[src/hw/rtl/grid_line_of_sight_check_assert.svh]
// ----------------------------------------------------------------------------
// Line of sight check assertion macros
// Concurrent assertion wrappers, empty when SYNTHESIS is defined.
// ----------------------------------------------------------------------------
`ifndef GRID_LINE_OF_SIGHT_CHECK_ASSERT_SVH
`define GRID_LINE_OF_SIGHT_CHECK_ASSERT_SVH
`ifndef SYNTHESIS
// Check a property on every clock edge outside reset.
`define GLOS_ASSERT(label, clk, rst_n, prop) \
    label: assert property (@(posedge clk) disable iff (!rst_n) (prop)) \
        else $error("line of sight check assertion failed");
// Check that the consequent holds in the cycle after the antecedent.
`define GLOS_ASSERT_NEXT(label, clk, rst_n, ante, cons) \
    label: assert property (@(posedge clk) disable iff (!rst_n) (ante) |=> (cons)) \
        else $error("line of sight check assertion failed");
`else
`define GLOS_ASSERT(label, clk, rst_n, prop)
`define GLOS_ASSERT_NEXT(label, clk, rst_n, ante, cons)
`endif
`endif

[src/hw/rtl/glos_pkg.sv]
// ----------------------------------------------------------------------------
// Line of sight check package
// Shared types, codes and constants of the controller and the datapath.
// ----------------------------------------------------------------------------
package glos_pkg;

    // Width of an input cell coordinate.
    localparam int IN_W  = 6;
    // Signed walk coordinate: the side cell may fall one past the grid.
    localparam int POS_W = 8;
    // Signed Bresenham error term.
    localparam int ERR_W = 8;

    localparam logic OP_WRITE = 1'b0;
    localparam logic OP_QUERY = 1'b1;

    typedef logic signed [POS_W-1:0] t_pos;
    typedef logic signed [ERR_W-1:0] t_err;

    localparam t_pos POS_PLUS  = 8'sd1;
    localparam t_pos POS_MINUS = -8'sd1;

    typedef enum logic [2:0] {
        ST_CLEAR,
        ST_IDLE,
        ST_MAIN,
        ST_SIDE,
        ST_LAST,
        ST_DONE
    } t_state;

    typedef struct packed {
        logic clr_step;
        logic map_wr;
        logic load;
        logic rd_main;
        logic rd_side;
        logic step;
        logic out_load;
        logic out_vis;
    } t_cmd;

    typedef struct packed {
        logic clr_last;
        logic rd_blocked;
        logic err_nz;
        logic cnt_zero;
        logic out_free;
    } t_status;

endpackage

[src/hw/rtl/glos_ctrl.sv]
// ----------------------------------------------------------------------------
// Line of sight check controller
// Sequences map clearing, cell writes and the line walk of up to two reads per step.
// ----------------------------------------------------------------------------
`include "grid_line_of_sight_check_assert.svh"

module glos_ctrl (
    input  logic              i_clk,
    input  logic              i_rst_n,
    input  logic              i_valid,
    output logic              o_ready,
    input  logic              i_op,
    input  glos_pkg::t_status i_status,
    output glos_pkg::t_cmd    o_cmd
);
    import glos_pkg::*;

    t_state r_state, n_state;
    logic   r_side_pend, n_side_pend;
    logic   r_vis, n_vis;

    always_ff @(posedge i_clk) begin
        if (!i_rst_n) begin
            r_state     <= ST_CLEAR;
            r_side_pend <= 1'b0;
            r_vis       <= 1'b1;
        end else begin
            r_state     <= n_state;
            r_side_pend <= n_side_pend;
            r_vis       <= n_vis;
        end
    end

    always_comb begin
        n_state     = r_state;
        n_side_pend = r_side_pend;
        n_vis       = r_vis;
        case (r_state)
            ST_CLEAR: begin
                if (i_status.clr_last) begin
                    n_state = ST_IDLE;
                end
            end
            ST_IDLE: begin
                if (i_valid && (i_op == OP_QUERY)) begin
                    n_state     = ST_MAIN;
                    n_side_pend = 1'b0;
                    n_vis       = 1'b1;
                end
            end
            ST_MAIN: begin
                // Check the side cell of the previous step.
                if (r_side_pend && i_status.rd_blocked) begin
                    n_vis   = 1'b0;
                    n_state = ST_DONE;
                end else begin
                    n_state = ST_SIDE;
                end
            end
            ST_SIDE: begin
                if (i_status.rd_blocked) begin
                    n_vis   = 1'b0;
                    n_state = ST_DONE;
                end else begin
                    n_side_pend = i_status.err_nz;
                    if (!i_status.cnt_zero) begin
                        n_state = ST_MAIN;
                    end else if (i_status.err_nz) begin
                        n_state = ST_LAST;
                    end else begin
                        n_state = ST_DONE;
                    end
                end
            end
            ST_LAST: begin
                if (i_status.rd_blocked) begin
                    n_vis = 1'b0;
                end
                n_state = ST_DONE;
            end
            ST_DONE: begin
                if (i_status.out_free) begin
                    n_state = ST_IDLE;
                end
            end
            default: begin
                n_state = ST_IDLE;
            end
        endcase
    end

    always_comb begin
        o_cmd         = '0;
        o_cmd.out_vis = r_vis;
        o_ready       = 1'b0;
        case (r_state)
            ST_CLEAR: begin
                o_cmd.clr_step = 1'b1;
            end
            ST_IDLE: begin
                o_ready      = 1'b1;
                o_cmd.load   = i_valid && (i_op == OP_QUERY);
                o_cmd.map_wr = i_valid && (i_op == OP_WRITE);
            end
            ST_MAIN: begin
                o_cmd.rd_main = 1'b1;
            end
            ST_SIDE: begin
                if (!i_status.rd_blocked) begin
                    o_cmd.rd_side = i_status.err_nz;
                    o_cmd.step    = !i_status.cnt_zero;
                end
            end
            ST_DONE: begin
                o_cmd.out_load = i_status.out_free;
            end
            default: begin
                o_ready = 1'b0;
            end
        endcase
    end

    `GLOS_ASSERT_NEXT(a_no_reclear, i_clk, i_rst_n, r_state != ST_CLEAR, r_state != ST_CLEAR)
    `GLOS_ASSERT_NEXT(a_load_idle, i_clk, i_rst_n, o_cmd.out_load, r_state == ST_IDLE)
    `GLOS_ASSERT_NEXT(a_last_side, i_clk, i_rst_n, n_state == ST_LAST, $past(r_state) != ST_LAST)

endmodule

[config.mk]
export PLATFORM = sky130hd
export DESIGN_NAME = glos_ctrl
export DESIGN_NICKNAME = d
export VERILOG_FILES = /design/src/hw/rtl/glos_pkg.sv /design/src/hw/rtl/glos_ctrl.sv
export VERILOG_INCLUDE_DIRS = /design/src /design/src/hw/rtl
export SDC_FILE = /design/constraint.sdc
export NUM_CORES = 1
export LEC_CHECK = 0
export BUFFER_PORTS_ARGS = -buffer_cell sky130_fd_sc_hd__buf_2
export CELL_PAD_IN_SITES_DETAIL_PLACEMENT = 1
export CELL_PAD_IN_SITES_GLOBAL_PLACEMENT = 2
export CORE_MARGIN = 3
export CORE_UTILIZATION = 20
export DETAILED_ROUTE_END_ITERATION = 7
export GPL_ROUTABILITY_DRIVEN = 0
export PLACE_DENSITY_LB_ADDON = 0.1
export SLEW_MARGIN = 20
export SYNTH_ARGS = -nofsm -noshare
export SYNTH_HDL_FRONTEND = slang
export SYNTH_SLANG_ARGS = --single-unit
[constraint.sdc]
create_clock -name i_clk -period 1.25 [get_ports i_clk]
set_input_delay 0.3125 -clock i_clk [delete_from_list [all_inputs] [get_ports i_clk]]
set_output_delay 0.3125 -clock i_clk [all_outputs]
set_load 0.01 [all_outputs]
==> results.md <==
* Synth area leader: dfxtp_1
* CP required at 940 ps
* Yosys cell types at 26
* Finish-stage setup viols at 13
* Drt total wl at 1410 um
* Critical path class: reg -> out
* Synth-to-layout area growth at 106%
* Pre-Repair DR Iteration Count at 2
* Mapped Cells at 48
* Synth top area cells: dfxtp_1 (27%), nand2b_1 (8.3%), a21oi_1 (6.6%)
* Util after Layout at 44.4%
* Max VDD drop at 0.000511 V
* CP max FO at 4
* Total power at 0.525 mW
* Final net count at 96
* Status: finished with violations
* Clock Tree Buf Depth at 2
* Vias at 510
* HP Class: in -> reg
* Post-route setup slack at -418 ps
* Unrepaired setup endpoints after global routing: yes
* ANT cells at 0
* Clock root buffer: clkbuf_4
* Hpwl dp at 1020 um
* Fillcell total at 218
* CP endpoint kind: output port
* Total track usage at 13.2%
* DRC Markers at 0
* Antenna violations before repair at 0
* Synth warn at 0
* First-pass GRT wire length at 2370 um
* Fin Clk Skew at 6.50 ps
* Slew Limit Headroom at 81.4%
* Die H at 49.4 um
* Yosys reg bits at 5
* Num rows at 15
* Leakage power at 0.354 nW
* Clock slew at reported path FFs at 50 ps
* Area of the mapped netlist at 377 um^2
* Area of the multi-input gates at 333 um^2
* Die area at 2440 um^2
* Layout cell share with drive strength beyond 1 at 67.4%
* Chip width at 49.4 um
* Register Area at 111 um^2
* Register area share after synthesis at 26.6%
* Core area at 1750 um^2
* TritonCTS Sinks at 5
* Vias in the first global route at 545
* Port buffer count at 17
* Max cap viols at 0
* Pin count of the biggest net entering global routing at 9
* Fmax at 599 MHz
* Failing checks: negative setup slack
* Startpoint type of the worst setup path: flip-flop
* Total gr overflow at 0
* Final hold vios at 0
* Final worst-path cycle share at 133%
* Iteration-0 DRC Markers at 5
* CTS buffer count at 3
* Yosys top cell area share at 26.6%
* Critical Path AT at 1360 ps
* Min Tclk post-route at 1670 ps
* Vias per cell at 4.59
* CTS tree: built
* Synthesized area per cell at 7.85 um^2
* ANT nets after route at 0
* Power Dens Cells at 678 nW/um^2
* Htree depth at 1
* Initial core utilization at 21.6%
* WL/cell at 12.7 um
* I/O pin count at 18
* Worst-Skew Late Latency at 260 ps
* Final slew viol count at 0
* Synth Net Count at 57
* Measured slew at the worst slew-check pin at 276 ps
## final timing paths
kind | from | to | slack (ps) | cells past startpoint
hold reg to reg | r_state[2]$_SDFFE_PN0P_ | r_state[1]$_SDFFE_PN0P_ | 630 | 2
setup reg to reg | r_state[1]$_SDFFE_PN0P_ | r_side_pend$_SDFFE_PN0P_ | -270 | 5
hold / removal | i_status[4] | r_state[0]$_SDFFE_PN0P_ | 290 | 3
setup / recovery | r_state[1]$_SDFFE_PN0P_ | o_cmd[6] | -420 | 3
## per-stage QoR
stage | setup slack (ps) | hold slack (ps) | setup TNS, ps | instances | area [um^2]
2_1_floorplan | -14.9 | 430 | -14.9 | 48 | 402
3_3_place_gp | -205 | 575 | -1150 | 101 | 606
3_5_place_dp | -210 | 568 | -1160 | 101 | 606
4_1_cts | -417 | 283 | -3120 | 110 | 738
5_1_grt | -486 | 293 | -4100 | 111 | 774
6_report | -418 | 293 | -3300 | 111 | 774
## power by group
part	switching (mW)	internal, mW	leakage, nW	total [mW]
sequential	0.00474	0.161	0.0429	0.166
clock	0.0876	0.122	0.0150	0.210
combinational	0.0693	0.0797	0.296	0.149
## what timing repair did
action / CTS / global route
endpoints found under the setup margin: 11 / 13
setup buffers: 5 / 1
gates resized for setup: 16 / 7
hold buffers: 0 / 0
endpoints found under the hold margin: 0 / 0
pin swaps: 7 / 2
## cell usage after synthesis
master / instances
o21ai_0: 1
or3b_1: 2
nor4b_1: 1
a221oi_1: 1
o2111a_1: 1
dfxtp_1: 5
nor2_1: 3
inv_1: 2
nand4bb_1: 1
o21ai_1: 1
o211a_1: 1
and4b_1: 1
buf_2: 3
and2_1: 1
nand4b_1: 1
buf_4: 1
o21a_1: 2
nor4bb_1: 1
nand2b_1: 5
nor3b_1: 2
nand2_1: 3
or3_1: 1
nor3_1: 1
a21oi_1: 5
o22ai_1: 1
nand3b_1: 1
## cell usage in the layout, fill, tap and decap left out, drive strengths merged
| cell type | count |
|---|---|
| nand3b | 1 |
| nand4bb | 1 |
| inv | 2 |
| dfxtp | 5 |
| nor4b | 1 |
| nor4bb | 1 |
| nor3b | 2 |
| o211a | 1 |
| o22ai | 1 |
| nand2b | 5 |
| nand4b | 1 |
| a21oi | 5 |
| o2111a | 1 |
| and2 | 1 |
| buf | 38 |
| nor3 | 1 |
| nor2 | 3 |
| a221oi | 1 |
| or3 | 1 |
| nand2 | 3 |
| o21ai | 2 |
| and4b | 1 |
| clkbuf | 4 |
| or3b | 2 |
| o21a | 2 |
## per-layer routing
layer  vias up  track usage [%]  wire length [um]
met3         3             4.89                72
met5         -                0                 0
met1       244             14.4               585
met2        12             21.4               719
met4         0             8.29                29
li1        251                -                 -
## cell type report
| class | instances | share of cell area, % |
|---|---|---|
| clock buffers | 4 | 3.39 |
| flip-flops and latches | 5 | 14.4 |
| repair buffers | 38 | 34.2 |
| well taps | 25 | 4.04 |
| inverters | 2 | 0.969 |
| multi-input cells | 37 | 43.0 |
## worst max-delay path: stages (launching register included)
cell and delay [ps]:
dfxtp_4 350, or3b_4 430, nor3b_4 170, buf_2 150
## flip-flops by register name (all words and copies together) (netlist names)
signal       flops
r_state          3
r_side_pend      1
r_vis            1
## cell families (layout without fill, tap and decap cells)
| group | count (synthesis) | after routing | synth area share (%) |
|---|---|---|---|
| buffers and inverters | 6 | 44 | 7.97 |
| and+or+nand+nor | 24 | 24 | 42.5 |
| DFF | 5 | 5 | 26.6 |
| AOI/OAI and AO/OA | 13 | 13 | 22.9 |
Note: power is estimated with default switching activity, not from simulation.
